**src/design/r2e_pkg.sv**
```systemverilog
// ---------------------------------------------------------------------------
// r2e_pkg
// Shared widths, constants and the arctangent table for the rotation
// matrix to Euler angle converter.
// ---------------------------------------------------------------------------
`default_nettype none

package r2e_pkg;

  // Datapath width of the CORDIC x and y lanes (Q2.26 plus growth).
  localparam int unsigned XW = 32;
  // Width of the CORDIC angle accumulator, units of 2^-24 rad.
  localparam int unsigned ZW = 32;
  // Width of the wide products.
  localparam int unsigned PW = 64;

  localparam int unsigned CORDIC_STAGES_DEF = 16;
  localparam int unsigned CORDIC_STAGES_MAX = 24;

  localparam logic signed [ZW-1:0] ANG_PI     = 32'sd52707179;
  localparam logic signed [PW-1:0] INV_GAIN   = 64'sd652032874;
  localparam logic signed [PW-1:0] DEG_MUL    = 64'sd480631834;

  localparam int unsigned FIELD_W = 16;
  localparam int unsigned THR_W   = 15;

  // round(atan(2^-i) * 2^24)
  function automatic logic signed [ZW-1:0] atan_val(input int unsigned i);
    logic signed [ZW-1:0] v;
    case (i)
      0:       v = 32'sd13176795;
      1:       v = 32'sd7778716;
      2:       v = 32'sd4110060;
      3:       v = 32'sd2086331;
      4:       v = 32'sd1047214;
      5:       v = 32'sd524117;
      6:       v = 32'sd262123;
      7:       v = 32'sd131069;
      8:       v = 32'sd65536;
      9:       v = 32'sd32768;
      10:      v = 32'sd16384;
      11:      v = 32'sd8192;
      12:      v = 32'sd4096;
      13:      v = 32'sd2048;
      14:      v = 32'sd1024;
      15:      v = 32'sd512;
      16:      v = 32'sd256;
      17:      v = 32'sd128;
      18:      v = 32'sd64;
      19:      v = 32'sd32;
      20:      v = 32'sd16;
      21:      v = 32'sd8;
      22:      v = 32'sd4;
      23:      v = 32'sd2;
      default: v = '0;
    endcase
    return v;
  endfunction

endpackage

`default_nettype wire

```
**src/design/r2e_cordic.sv**
```systemverilog
// ---------------------------------------------------------------------------
// r2e_cordic
// Unrolled vectoring CORDIC: one register per stage, each stage loads on
// its own enable so the surrounding pipeline can stall it stage by stage.
// ---------------------------------------------------------------------------
`default_nettype none

module r2e_cordic #(
  parameter int unsigned STAGES = r2e_pkg::CORDIC_STAGES_DEF
) (
  input  wire                               clk_i,
  input  wire  [STAGES:0]                   en_i,
  input  wire  logic signed [r2e_pkg::XW-1:0] x_i,
  input  wire  logic signed [r2e_pkg::XW-1:0] y_i,
  output logic signed [r2e_pkg::XW-1:0]       mag_o,
  output logic signed [r2e_pkg::ZW-1:0]       ang_o
);
  import r2e_pkg::*;

  logic signed [XW-1:0] x_q [STAGES+1];
  logic signed [XW-1:0] y_q [STAGES+1];
  logic signed [ZW-1:0] z_q [STAGES+1];
  logic                 zero_q [STAGES+1];

  // Pre-rotation into the right half plane.
  always_ff @(posedge clk_i) begin
    if (en_i[0]) begin
      zero_q[0] <= (x_i == '0) && (y_i == '0);
      if (x_i < 0) begin
        x_q[0] <= -x_i;
        y_q[0] <= -y_i;
        z_q[0] <= (y_i >= 0) ? ANG_PI : -ANG_PI;
      end else begin
        x_q[0] <= x_i;
        y_q[0] <= y_i;
        z_q[0] <= '0;
      end
    end
  end

  for (genvar i = 0; i < STAGES; i++) begin : g_stage
    always_ff @(posedge clk_i) begin
      if (en_i[i+1]) begin
        zero_q[i+1] <= zero_q[i];
        if (y_q[i] >= 0) begin
          x_q[i+1] <= x_q[i] + (y_q[i] >>> i);
          y_q[i+1] <= y_q[i] - (x_q[i] >>> i);
          z_q[i+1] <= z_q[i] + atan_val(i);
        end else begin
          x_q[i+1] <= x_q[i] - (y_q[i] >>> i);
          y_q[i+1] <= y_q[i] + (x_q[i] >>> i);
          z_q[i+1] <= z_q[i] - atan_val(i);
        end
      end
    end
  end

  assign mag_o = zero_q[STAGES] ? '0 : x_q[STAGES];
  assign ang_o = zero_q[STAGES] ? '0 : z_q[STAGES];

endmodule

`default_nettype wire

```
**config.mk**
```make
export PLATFORM = sky130hd
export DESIGN_NAME = r2e_cordic
export DESIGN_NICKNAME = d
export VERILOG_FILES = /design/src/design/r2e_pkg.sv /design/src/design/r2e_cordic.sv
export SDC_FILE = /design/constraint.sdc
export NUM_CORES = 2
export LEC_CHECK = 0
export ABC_AREA = 0
export BUFFER_PORTS_ARGS = -buffer_cell sky130_fd_sc_hd__buf_2
export CORE_MARGIN = 1.5
export CORE_UTILIZATION = 60
export DETAILED_ROUTE_END_ITERATION = 6
export MAX_ROUTING_LAYER = met4
export PLACE_DENSITY = 0.76
export SETUP_SLACK_MARGIN = 0.2
export SLEW_MARGIN = 20
export SYNTH_ARGS = -nofsm -noshare
export SYNTH_HDL_FRONTEND = slang
export SYNTH_SLANG_ARGS = --single-unit
```
**constraint.sdc**
```tcl
create_clock -name clk_i -period 6.4 [get_ports clk_i]
set_clock_uncertainty 0.1 [all_clocks]
set_input_delay 0.32 -clock clk_i [delete_from_list [all_inputs] [get_ports clk_i]]
set_output_delay 0.32 -clock clk_i [all_outputs]
set_load 0.1 [all_outputs]
```
==> flow_summary_export.csv <==
group,metric,value,unit
global_route,track_usage,0.319,
timing,finalMaxSlewViolations,0,
logic_synthesis,synth_area,129000,µm²
clocking,clock_buffers_created_by_tritoncts,179,
cells_and_area,area_growth_syn_to_layout,8.26,%
global_route,grt_remaining_overflow,0,
timing,finalCriticalPeriod,5.69,ns
logic_synthesis,synth_sequential_area_ratio,0.367,
timing,grt_setup_unrepaired,"false",
route,routed_wire_per_std_cell,20.5,µm
logic_synthesis,number_of_synthesized_flops_with_an_enable_pin,1572,
placement,count_of_port_buffers_added_during_placement,145,
setup_path,critPathMaxFanout,6,
route,dr_total_vias,105000,
timing,relative_slew_margins,0.278,
global_route,pin_count_of_the_biggest_net_entering_global_routing,84,
floorplan,core_box_area,213000,µm²
clocking,clk_latency,0.87,ns
route,number_of_optimization_iterations_in_the_first_detailed_route_pass,7,
logic_synthesis,proportion_of_synthesized_flip_flops_having_asynchronous_set_or_reset,0,
clocking,root_buffer,"sky130_fd_sc_hd__clkbuf_16",
logic_synthesis,portion_of_synthesized_cell_area_occupied_by_the_leading_cell_type,0.367,
logic_synthesis,netlist_instances,13700,
flow_run,cap_viol_max_count,0,
logic_synthesis,yosys.cell_count.top_type,"sky130_fd_sc_hd__edfxtp_1",
clocking,post-cts-setup-buffers,0,
floorplan,chipWidth,466,µm
clocking,numClockSinks,1572,
outcome,status,"finished with violations",
setup_path,worst_setup_path_start_kind,"register",
setup_path,cp_slowest_stage_delay,0.53,ns
setup_path,endpoint_kind,"register",
timing,hold_violations,0,
global_route,grt_antenna_before_repair,3,
setup_path,worst_path_dominant_cell_family,"compound AO/OA/AOI/OAI gates",
route,drt_first_iter_violations,8021,
setup_path,worstPathRequired,6.89,ns
logic_synthesis,synth.cells.most_frequent,"sky130_fd_sc_hd__edfxtp_1 (1,572), sky130_fd_sc_hd__xnor2_1 (1,319), sky130_fd_sc_hd__a21oi_1 (1,260)",
timing,max_clock_freq,176,MHz
setup_path,setup_cp_type,"reg -> reg",
timing,layout_worst_path_cycle_share,0.889,
logic_synthesis,ys_seq_elements,1572,
route,drc,9,
cells_and_area,finalNetCount,15200,
timing,setup_total_negative_slack,0,ns
setup_path,cpMaxStageDelayCell,"sky130_fd_sc_hd__or4_4",
cells_and_area,fillers,16900,
global_route,grt_pass1_wl,542000,µm
floorplan,design.die.area,217000,µm²
route,ratio_of_routed_vias_to_standard_cells,6.25,
timing,worst_pin_slew,1.07,ns
placement,dp_worst_setup_slack,0.720,ns
logic_synthesis,netlist_top_cells_area,"sky130_fd_sc_hd__edfxtp_1 (37%), sky130_fd_sc_hd__ha_1 (12%), sky130_fd_sc_hd__xnor2_1 (9.0%)",
logic_synthesis,synth_fp_nets,15000,
outcome,violated_checks,"design-rule violations",
logic_synthesis,most_frequently_used_flop_master_after_synthesis,"sky130_fd_sc_hd__edfxtp_1",
placement,gp_congestion,1.01,
timing,layout_setup_ws,0.708,ns
logic_synthesis,syn-mean-instance-area,9.36,µm²
setup_path,crit_chain,"or3_1 > or4_1 > or3_1 > or4_4 > o21ai_0 > xor2_1 > ha_1 > a21oi_1 > nand2_1 > a2111oi_0 > o211ai_1 > a31oi_1 > o21ai_1 > a211oi_2 > o21ai_1 > a221oi_1 > xnor2_1",
hold_path,holdCritPathClass,"in -> reg",
logic_synthesis,netlist-cell-type-count,115,
clocking,htreeDepth,4,
global_route,vias_in_the_first_global_route,102000,
floorplan,boundaryPins,146,
clocking,cts-root-to-sink-buffers,3,
setup_path,arr_time_crit_path,6.18,ns
clocking,clk_pin_slew,0.06,ns
cells_and_area,share_of_layout_cells_above_drive_strength_1,0.0483,
logic_synthesis,yosysWarningCount,0,
setup_path,critical_path.n_buffers_inverters,0,
placement,dp_hpwl,271000,µm
route,number_of_nets_still_failing_antenna_checks_after_routing,0,
timing,setup_viol,0,
clocking,tritoncts,"done",
floorplan,initial_cell_density_of_the_core,0.605,
floorplan,die_height,466,µm
floorplan,num_rows,169,
logic_synthesis,yosysTopAreaCell,"sky130_fd_sc_hd__edfxtp_1",
route,postRouteWirelength,345000,µm
[final timing paths]
check / start / endpoint / slack, ns / cells after the start
min: en_i[12] / z_q[12][11] / 0.06 / 2
max reg2reg: y_q[6][12] / x_q[7][31] / 0.71 / 17
min reg2reg: zero_q[0][11] / zero_q[0][12] / 0.31 / 0
max: y_q[6][12] / x_q[7][31] / 0.71 / 17
[registers in the layout (all words and copies together), names as in the netlist]
name	count
x_q	544
y_q	496
z_q	515
zero_q	17
[final cells by class]
class | count | area (µm²) | area share
Multi-Input combinational cell | 11200 | 77600 | 0.558
Sequential cell | 1572 | 47200 | 0.339
Clock buffer | 208 | 4630 | 0.0333
Tap cell | 2821 | 3530 | 0.0254
Timing Repair Buffer | 352 | 2640 | 0.0190
Inverter | 586 | 2200 | 0.0158
Clock inverter | 123 | 1300 | 0.00933
Antenna cell | 3 | 7.51 | 0.0000540
[metrics by stage]
step                      cells  area (µm²)   util  hold WS (ns)
final                     16800      139000  0.655        0.0625
after detailed placement  16400      132000  0.621         0.305
after floorplan           13700      129000      -         0.300
after global routing      16800      139000  0.655        0.0583
after global placement    16400      132000  0.621         0.300
after CTS                 16800      139000  0.655        0.0255
[layer usage]
metal | routed length [µm] | GRT usage | vias to the layer above
met3 | 17300 | 0.0337 | 897
met1 | 132000 | 0.351 | 50100
met2 | 177000 | 0.575 | 3507
met4 | 18000 | 0.154 | 0
met5 | 0 | - | -
li1 | - | - | 50700
[layout by cell type (no fill, tap or decap), types with 247 or more instances in the layout]
cell type / n
sky130_fd_sc_hd__nor2_1: 1211
sky130_fd_sc_hd__nand2b_1: 247
sky130_fd_sc_hd__inv_1: 570
sky130_fd_sc_hd__xor2_1: 639
sky130_fd_sc_hd__ha_1: 1189
sky130_fd_sc_hd__xnor2_1: 1319
sky130_fd_sc_hd__nor3_1: 395
sky130_fd_sc_hd__nand3_1: 254
sky130_fd_sc_hd__a21o_1: 461
sky130_fd_sc_hd__nand2_1: 900
sky130_fd_sc_hd__o21ai_0: 802
sky130_fd_sc_hd__edfxtp_1: 1572
sky130_fd_sc_hd__a21oi_1: 1260
[repair_timing]
item	in CTS	in global routing
gates resized for setup	0	0
setup endpoints to repair	0	0
hold buffers	124	0
endpoints found under the hold margin	375	0
[cell families after synthesis]
family / share of synthesized area
AND/OR/NAND/NOR: 0.153
AO/OA/AOI/OAI: 0.187
XOR/XNOR: 0.133
flip-flops: 0.367
adder cells (fa/ha/maj): 0.122
buffers and inverters: 0.0288
multiplexers: 0.00832
[worst reg2reg max path, cell delays in order (launching register included)]
cell	delay, ns
sky130_fd_sc_hd__edfxtp_1	0.49
sky130_fd_sc_hd__or3_1	0.41
sky130_fd_sc_hd__or4_1	0.45
sky130_fd_sc_hd__or3_1	0.36
sky130_fd_sc_hd__or4_4	0.53
sky130_fd_sc_hd__o21ai_0	0.24
sky130_fd_sc_hd__xor2_1	0.21
sky130_fd_sc_hd__ha_1	0.31
sky130_fd_sc_hd__a21oi_1	0.28
sky130_fd_sc_hd__nand2_1	0.10
sky130_fd_sc_hd__a2111oi_0	0.38
sky130_fd_sc_hd__o211ai_1	0.17
sky130_fd_sc_hd__a31oi_1	0.34
sky130_fd_sc_hd__o21ai_1	0.14
sky130_fd_sc_hd__a211oi_2	0.29
sky130_fd_sc_hd__o21ai_1	0.15
sky130_fd_sc_hd__a221oi_1	0.33
sky130_fd_sc_hd__xnor2_1	0.13
Power is not shown: default switching activity piles up to over one toggle a cycle in this logic, so the estimate is an artifact.
